<file path="config.mk">
export PLATFORM = sky130hd
export DESIGN_NAME = vgn_fifo
export DESIGN_NICKNAME = d
export VERILOG_FILES = /design/src/hw/rtl/voxel_gradient_normalizer_defines.svh /design/src/hw/rtl/vgn_pkg.sv /design/src/hw/rtl/vgn_fifo.sv
export SDC_FILE = /design/constraint.sdc
export NUM_CORES = 1
export LEC_CHECK = 0
export BUFFER_PORTS_ARGS = -buffer_cell sky130_fd_sc_hd__buf_2
export CAP_MARGIN = 40
export CORE_MARGIN = 5
export CORE_UTILIZATION = 52
export DETAILED_ROUTE_END_ITERATION = 7
export PLACE_DENSITY = 0.8
export SYNTH_ARGS = -nofsm -noshare
export SYNTH_HDL_FRONTEND = slang
export SYNTH_SLANG_ARGS = --single-unit
export TNS_END_PERCENT = 50
</file>
<file path="constraint.sdc">
create_clock -name clk -period 3.7 [get_ports clk]
set_clock_uncertainty 0.15 [all_clocks]
set_input_delay 0.37 -clock clk [delete_from_list [all_inputs] [get_ports clk]]
set_output_delay 0.37 -clock clk [all_outputs]
set_load 0.05 [all_outputs]
</file>
<file path="src/hw/rtl/voxel_gradient_normalizer_defines.svh">
// ----------------------------------------------------------------------------
// voxel_gradient_normalizer_defines.svh
// Assertion macros shared by the gradient normalizer RTL.
// ----------------------------------------------------------------------------
`ifndef VOXEL_GRADIENT_NORMALIZER_DEFINES_SVH
`define VOXEL_GRADIENT_NORMALIZER_DEFINES_SVH

// Same-cycle implication, sampled on clk, quiet during rst
`define VGN_ASSERT_NOW(name, ante, cons, msg) \
  name: assert property (@(posedge clk) disable iff (rst) (ante) |-> (cons)) \
    else $error(msg);

// Next-cycle implication, sampled on clk, quiet during rst
`define VGN_ASSERT_NEXT(name, ante, cons, msg) \
  name: assert property (@(posedge clk) disable iff (rst) (ante) |=> (cons)) \
    else $error(msg);

`endif

</file>
<file path="src/hw/rtl/vgn_pkg.sv">
// ----------------------------------------------------------------------------
// vgn_pkg
// Shared constants and types of the voxel gradient normalizer.
// ----------------------------------------------------------------------------
`default_nettype none

package vgn_pkg;

  // Reciprocal spacing registers, unsigned Q8.8
  localparam int SPACING_WIDTH = 16;
  localparam logic [SPACING_WIDTH-1:0] SPACING_RESET = 16'd256;

  // Configuration port
  localparam int CFG_INDEX_WIDTH = 2;
  typedef enum logic [CFG_INDEX_WIDTH-1:0] {
    REG_RECIP_X = 2'd0,
    REG_RECIP_Y = 2'd1,
    REG_RECIP_Z = 2'd2
  } cfg_reg_e;

  // Result fields
  localparam int MAG_WIDTH = 33;
  localparam int DIR_WIDTH = 16;
  // Quotient bits of g * 2^15 / (2 * len), rounds half away from zero
  localparam int QUOT_WIDTH = 15;

  // Queue status seen by the front and back parts
  typedef struct packed {
    logic full;
    logic empty;
  } vgn_fifo_status_t;

endpackage

`default_nettype wire

</file>
<file path="src/hw/rtl/vgn_fifo.sv">
// ----------------------------------------------------------------------------
// vgn_fifo
// Two-entry queue between the front and back parts.
// ----------------------------------------------------------------------------
`default_nettype none

module vgn_fifo
  import vgn_pkg::*;
#(
  parameter int WIDTH = 8
) (
  input  wire logic             clk,
  input  wire logic             rst,
  input  wire logic             push,
  input  wire logic [WIDTH-1:0] push_data,
  input  wire logic             pop,
  output logic      [WIDTH-1:0] pop_data,
  output vgn_fifo_status_t      status
);

  logic [WIDTH-1:0] mem [0:1];
  logic             wr_ptr, rd_ptr;
  logic [1:0]       count;

  assign status.full  = (count == 2'd2);
  assign status.empty = (count == 2'd0);
  assign pop_data     = mem[rd_ptr];

  // Track pointers and fill level
  always_ff @(posedge clk) begin
    if (rst) begin
      wr_ptr <= 1'b0;
      rd_ptr <= 1'b0;
      count  <= 2'd0;
    end else begin
      if (push) wr_ptr <= !wr_ptr;
      if (pop)  rd_ptr <= !rd_ptr;
      count <= count + 2'(push) - 2'(pop);
    end
  end

  // Hold the entries
  always_ff @(posedge clk) begin
    if (push) mem[wr_ptr] <= push_data;
  end

endmodule

`default_nettype wire

</file>
Word level (Yosys, flattened, before mapping). Memories as Yosys holds them, arrays and structs flattened. A register that Yosys moved wholly into a read port is not among the register bits. Cells that the tools add are included.

$add $sub $neg: 2. Equal/unequal tests: 1. Mux-type cells: 4. Reductions and logical operators: 3.

Operators with widths (number): 2-to-1 mux 1 bit (4); adder 2 x 1 -> 2 bit (1); equality test 2 bit (second input constant) (1); logical NOT 1 bit (2); logical NOT 2 bit (1); subtractor 2 x 1 -> 2 bit (1).

Bits in writable memories: 16. Output and inout bits: 10. Bits of input ports: 12. Word-level logic and storage cells: 14. Memories: 1. Register bits after elaboration: 4.

Memories: mem (words 2, width 8, rd ports 1, clocked after Yosys merged registers in 1, wr ports 1, RTL line vgn_fifo.sv:21) `logic [WIDTH-1:0] mem [0:1];`.

Longest topological paths before layout. Gate-level depths: netlist of the first run.

Depth after elaboration: 3. Depth in mapped cells: 6. Depth with buffers taken out: 6.

Worst setup path after synthesis of the first run. OpenSTA, ideal clock, no wires.

Kind: register to output. From: reg count[1]. To: out status[1] (netlist bit). Arrival: 1.068 ns. Data required time: 3.180 ns. Setup slack: 2.112 ns. Buffers on the path: 0. Stages on the path, launching flop included: 2. Path through: dfxtp_1 > nor2b_1.

RTL lines: start: declaration (RTL line vgn_fifo.sv:23) `logic [1:0] count;`; start signal: assignment (RTL line vgn_fifo.sv:38) `count <= count + 2'(push) - 2'(pop);`; end: declaration (RTL line vgn_fifo.sv:18) `output vgn_fifo_status_t status`.

==> impl_summary.log, run 1 <==
INFO  metric fp.dieH = between 40 and 50 um
INFO  metric post_drt_via_cell_ratio = 4.814
INFO  metric grt_antenna_before_repair = 0
INFO  metric global_route_wire_length_before_repair = around 2000 um
INFO  metric worst_flop_to_flop_path_startpoint = count[0]$_SDFF_PP0_
INFO  metric status = finished clean
INFO  metric post_route_cells_drive_above_1_share = a little under half
INFO  metric rsz_0062_raised_after_global_routing = no
INFO  metric max_cap_viol_count = 0
INFO  metric h_tree_level_count = 1
INFO  metric routabilityCongestion = 0.6538
INFO  metric synth_cells = 46
INFO  metric critPathKind = register to output port
INFO  metric cts_inserted_buffers = 3
INFO  metric syn-num-nets = 60
INFO  metric grtUsageMet3 = 3.976%
INFO  metric postLayoutCellArea = 938.4 um2
INFO  metric critical_path.max_fanout = 8
INFO  metric worstPathArrival = around 1.4 ns
INFO  metric ffs_latches_synth = 21
INFO  metric ctsRootBufferMaster = clkbuf_4
INFO  metric synth.avg_cell_area = 17.22 um2
INFO  metric r2r-end = count[1]$_SDFF_PP0_
INFO  metric wl_per_cell = 14.05 um
INFO  metric hold_ws = roughly 0.11 ns
INFO  metric post_cts.repair.setup_buffers = 0
INFO  metric clkPwrFrac = approximately a fifth
INFO  metric die_w = 49.03 um
INFO  metric drt_iter0_drc = 9
INFO  metric min_delay_worst_endpoint = mem[0][4]$_DFFE_PP_
INFO  metric cp.required = between 3 and 4 ns
INFO  metric tightestPinTransition = between 0.7 and 0.8 ns
INFO  metric tritoncts_clock_tree = built
INFO  metric grt_use_met1 = 12.72%
INFO  metric pin_count = 22
INFO  metric clk_pin_slew = approximately 0.11 ns
INFO  metric max_slew_margin = roughly 53%
INFO  metric timing.reg2reg.worst_path_depth = 6
INFO  metric p_int = about 0.00036 W
INFO  metric cts_repair_resize_count = 0
INFO  metric hold_buffers = 0
INFO  metric synth.yosys.warnings = 0
INFO  metric cell_variety_after_synth = 11
INFO  metric area.growth.synth_to_final = 18.48%
INFO  metric mappedNetlistArea = 792.0 um2
INFO  metric power_frac_seq = a little under three fifths
INFO  metric timing.final.hold_violations = 0
INFO  metric total_of_buffers_placed_on_input_and_output_ports = 21
INFO  metric core = between 1000 and 1500 um2
INFO  metric dieArea = ~2400 um2
INFO  metric start_util = a little over half
INFO  metric peak_supply_drop = 337.4 uV
INFO  metric vias = roughly 410
INFO  metric timing.critical_path.from_type = register
INFO  metric clkLatencyLatePin = between 0.2 and 0.3 ns
INFO  metric netSwitchingFraction = around 30%
INFO  metric power_switching = about 0.00016 W
INFO  metric grt_overflow = 0
INFO  metric synth.yosys.seq_area_share = 73.30%
INFO  metric number_of_global_route_vias_before_repair = 444
INFO  metric wl = about 1200 um
INFO  metric leakage_power = 0.3795 nW
INFO  metric first_pass_iters = 2
INFO  metric nNetsFinal = 85
INFO  metric cts.sinks = 21
INFO  metric hpwlAfterDp = around 940 um
INFO  metric antenna_violating_nets_post_route = 0
INFO  metric utilization = between 60% and 70%
INFO  metric worst_hold_class = primary input to register
INFO  metric final_period_minus_worst_setup_slack = between 1.5 and 2 ns
INFO  metric final-max-slew-violation-count = 0
INFO  metric fin_crit_share = approximately 53%
INFO  metric use_met2 = ~18%
INFO  metric timing.hold.worst.start = push_data[4]
INFO  metric worst_setup_path_end_kind = output port
INFO  metric area_post_placement = between 900 and 1000 um2
INFO  metric cts-root-to-sink-buffers = 2
INFO  metric timing.reg2reg.setup_slack = around 2.2 ns
INFO  metric globalRoute.busiestLayer = met2
INFO  metric row_count = 14
INFO  metric power-per-cell-area = ~550 nW/um2
INFO  metric setup-tns-final = 0 ns
INFO  metric num_antenna_cells = 0
INFO  metric setup_viol = 0
INFO  metric global_route.usage.total = approximately 11%
INFO  metric remaining_drc_errors = 0
INFO  metric pin_count_of_the_biggest_net_entering_global_routing = 12
INFO  metric pwr-share-comb = between 20% and 30%
INFO  metric max_freq = 513.1 MHz
INFO  metric whs_path_depth = 1
[cells by family (layout without fill, tap and decap cells)]
family	after synthesis	count (layout)	share of synthesized area (%)
simple gates	9	9	5.530
fa+ha+maj	2	2	3.159
flops	21	21	73.30
xor+xnor	3	3	5.055
mux	8	8	11.37
buf+inv	3	27	1.580
[through the flow]
step	power, W	setup slack [ns]	instances
final	0.0005145	1.751	86
after global routing	0.0005352	1.682	86
after CTS	0.0005168	1.728	86
after detailed placement	0.0004169	2.044	82
after global placement	0.0004125	2.069	82
after floorplan	0.0003869	2.112	46
[power by group through the flow]
stage	Combinational, W	Clock [W]	Sequential, W
3_3_place_gp	0.000123	0	0.000289
3_5_place_dp	0.000126	0	0.000291
4_1_cts	0.000127	0.000105	0.000285
6_report	0.000125	0.000105	0.000285
2_1_floorplan	0.000102	0	0.000285
5_1_grt	0.000132	0.000116	0.000287
[state kept, by name (all words and copies together), names as in the netlist, named ones only]
register  cells
wr_ptr        1
mem          16
count         2
rd_ptr        1
[worst max-delay path by stage]
stage	to	slack (ns)	depth (start not counted)
6_report	pop_data[2]	1.75	2
5_1_grt	pop_data[5]	1.68	2
4_1_cts	pop_data[2]	1.73	2
3_5_place_dp	count[1]$_SDFF_PP0_	2.04	6
3_3_place_gp	pop_data[1]	2.07	2
2_1_floorplan	status[1]	2.11	1
[worst max-delay path: stages (launching register included)]
cell	delay (ns)
dfxtp_1	0.54
mux2_2	0.38
buf_2	0.21
[area by class of cell]
cell class / instances / area, um2
clock buffers: 4 / 26.28
fillers: 122 / 533.0
inverters: 2 / 7.507
multi-input cells: 22 / 198.9
flip-flops and latches: 21 / 580.6
well taps: 16 / 20.02
repair buffers: 21 / 105.1
[cell usage after synthesis, drive strengths merged]
cell    number  area share, %
inv          2           0.95
mux2         8             11
xnor2        2            2.2
xnor3        1            2.8
dfxtp        5             13
and2         1           0.79
nor2b        3            2.4
buf          1           0.63
edfxtp      16             61
ha           2            3.2
nor2         5            2.4
[metal layers]
metal | part of all wire [%] | vias to the layer above
met3 | 6.5 | 2
met2 | 49 | 14
met4 | 0.99 | 0
met1 | 44 | 188
met5 | 0 | -
li1 | - | 210
[layout by cell type, fill, tap and decap left out]
cell	count
and2_1	1
buf_2	21
clkbuf_1	1
clkbuf_4	3
dfxtp_1	5
edfxtp_1	16
ha_1	2
inv_1	2
mux2_2	8
nor2_1	5
nor2b_1	3
xnor2_1	2
xnor3_1	1
(Power assumes the default switching activity.)
==> run 2: changes to the inputs <==
- CORE_UTILIZATION: 52 -> 44
- PLACE_DENSITY: 0.8 -> 0.72
- clock period: 3.7 -> 1.59 ns (I/O delays scaled with it)
==> run 2 against run 1 <==
Total power up 140%. Count of clock-buffer cells in the layout down 1. Combinational power rose to 2.8 times the previous value. Cell area up 19%. Sequential share of layout area down 9.6 points. Highest routed layer unchanged. Via count up 12%. First-iteration DRC count down 100%. Global-route usage up 0.080 points. Final cell count up 24%. Wire length up 6.7%. Register-to-register slack worse by 1.9 ns.
==> impl_summary.log, run 2 (synthesis gave the netlist of run 1 again) <==
INFO  metric status = finished clean
INFO  metric timing.hold.worst.start = pop
INFO  metric largest_register_ffs = 16 (unchanged)
INFO  metric min_delay_worst_endpoint = rd_ptr$_SDFFE_PP0P_
INFO  metric mostFrequentLayoutCell = edfxtp_1
INFO  metric wl = 1289 um (+6.7%)
INFO  metric post_drt_via_cell_ratio = 4.346 (-9.7%)
INFO  metric pin_count = 22 (unchanged)
INFO  metric timing.final.hold_violations = 0 (unchanged)
INFO  metric layout_setup_ws = 0.05533 ns (-1.696 ns)
INFO  metric utilization = 64.93% (+1.2 points)
INFO  metric remaining_drc_errors = 0 (unchanged)
INFO  metric timing.reg2reg.worst_path_depth = 3 (-3)
INFO  metric r2r-end = wr_ptr$_SDFFE_PP0P_
INFO  metric start_util = 45.87% (-8.0 points)
INFO  metric postLayoutCellArea = 1121 um2 (+19%)
INFO  metric wl_per_cell = 12.05 um (-14%)
INFO  metric antenna_violating_nets_post_route = 0 (unchanged)
INFO  metric area.growth.synth_to_final = 41.55%
INFO  metric layout.cells.most_common_list = edfxtp_1, buf_2, dlygate4sd3_1
INFO  metric drt_iter0_drc = 0 (-9)
INFO  metric h_tree_level_count = 1 (unchanged)
INFO  metric max_slew_margin = 74.82% (+22 points)
INFO  metric peak_supply_drop = 687.5 uV (+100%)
INFO  metric num_antenna_cells = 0 (unchanged)
INFO  metric final_period_minus_worst_setup_slack = between 1.5 and 2 ns
INFO  metric cts-root-to-sink-buffers = 2 (unchanged)
INFO  metric global_route.usage.total = 11.21% (+0.080 points)
INFO  metric row_count = 15 (+1)
INFO  metric post_route_cells_drive_above_1_share = 45.12% (-0.59 points)
INFO  metric cts_inserted_buffers = 3 (unchanged)
INFO  metric grt_antenna_before_repair = 0 (unchanged)
INFO  metric tritoncts_clock_tree = built
INFO  metric core = 1727 um2 (+17%)
INFO  metric post_cts.repair.setup_buffers = 0 (unchanged)
INFO  metric worstPathArrival = 1.23 ns (-0.20 ns)
INFO  metric die_w = 52.43 um (+6.9%)
INFO  metric timing.critical_path.from_type = register
INFO  metric clkLatencyLatePin = 0.29 ns (about the same)
INFO  metric worst_hold_class = primary input to register
INFO  metric clk_pin_slew = 0.11 ns (about the same)
INFO  metric max_cap_viol_count = 0 (unchanged)
INFO  metric final-max-slew-violation-count = 0 (unchanged)
INFO  metric first_pass_iters = 1 (-1)
INFO  metric reg.largest.list = mem x16, count x2
INFO  metric total_of_buffers_placed_on_input_and_output_ports = 21 (unchanged)
INFO  metric area_post_placement = 938.4 um2 (+2.9%)
INFO  metric tightestPinTransition = 0.3777 ns (-0.3285 ns)
INFO  metric max_freq = 651.6 MHz
INFO  metric global_route_wire_length_before_repair = 2159 um (+7.6%)
INFO  metric fp.dieH = 52.43 um (+6.9%)
INFO  metric top_register = mem
INFO  metric worst_setup_path_end_kind = output port
INFO  metric cts.sinks = 21 (unchanged)
INFO  metric hpwlAfterDp = 950.3 um (+1.1%)
INFO  metric pin_count_of_the_biggest_net_entering_global_routing = 13 (+1)
INFO  metric number_of_global_route_vias_before_repair = 493 (+11%)
INFO  metric total_power_after_layout = 0.001255 W (+140%)
INFO  metric grt_overflow = 0 (unchanged)
INFO  metric timing.reg2reg.setup_slack = 0.24 ns (-1.92 ns)
INFO  metric routabilityCongestion = 0.6107 (-6.6%)
INFO  metric fin_crit_share = a little over nine tenths
INFO  metric critical_path.max_fanout = 8 (unchanged)
INFO  metric ctsRootBufferMaster = clkbuf_4
INFO  metric dpl_worst_slack = 0.07558 ns (-1.968 ns)
INFO  metric critPathKind = register to output port
INFO  metric cp.required = 1.28 ns (-1.90 ns)
INFO  metric leakage_power = 0.4527 nW (+19%)
INFO  metric whs_path_depth = 3 (+2)
INFO  metric worst_flop_to_flop_path_startpoint = wr_ptr$_SDFFE_PP0P_
INFO  metric power-per-cell-area = 1120 nW/um2 (+100%)
INFO  metric dieArea = 2748 um2 (+14%)
INFO  metric rsz_0062_raised_after_global_routing = yes
INFO  metric setup_viol = 0 (unchanged)
INFO  metric nNetsFinal = 97 (+14%)
INFO  metric vias = 465 (+12%)
## run 2: cell count changes in the layout (fill, tap and decap cells not counted)
cell / before / now
buf_4: 0 / 2
dfxtp_2: 0 / 1
buf_6: 0 / 8
clkbuf_1: 1 / 0
clkinv_2: 0 / 1
dfxtp_4: 0 / 1
buf_2: 21 / 13
dlygate4sd3_1: 0 / 10
dfxtp_1: 5 / 3
## run 2: layer usage
| layer | part of all wire (%) | vias up | track usage [%] |
|---|---|---|---|
| met3 | 6.2 | 2 | 2.849 |
| met2 | 54 | 12 | 18.39 |
| met5 | 0 | - | 0 |
| met4 | 1.2 | 0 | 6.383 |
| li1 | - | 233 | - |
| met1 | 39 | 218 | 13.17 |
## run 2: worst max path at each step
stage,end,depth (start not counted),slack (ns)
detailed placement,count[1]$_SDFF_PP0_,6,0.08
floorplan,count[1]$_SDFF_PP0_,6,0.14
CTS,pop_data[0],2,0.001
finish,pop_data[7],2,0.06
global placement,count[1]$_SDFF_PP0_,6,0.13
global route,pop_data[5],2,-0.006
## run 2: repair_timing
action,CTS,global route
pin swaps,0,1
hold buffers,10,0
endpoints found under the hold margin,21,0
setup endpoints to repair,8,9
gates resized for setup,4,21
## run 2: layout make-up
type	count	area, um2
Clock buffer	3	22.52
Clock inverter	1	5.005
Fill cell	150	605.6
Inverter	2	7.507
Multi-Input combinational cell	22	198.9
Sequential cell	21	585.6
Tap cell	25	31.28
Timing Repair Buffer	33	270.3
## run 2: worst max-delay path: stages (launching register included)
cell     delay (ns)
dfxtp_4        0.42
mux2_2         0.36
buf_6          0.15
## run 2: per-stage QoR
step                hold WS (ns)   TNS (ns)  cells
finish                   0.02035          0    107
global route             0.01779  -0.007426    107
CTS                     0.005566          0    107
detailed placement        0.2027          0     93
global placement          0.1986          0     93
floorplan                0.08061          0     46
## run 2: report_power, final
part	switching, W	internal [W]
clock	0.000147	0.0000936
sequential	0.0000246	0.000638
combinational	0.000202	0.000149
total	0.000374	0.000881
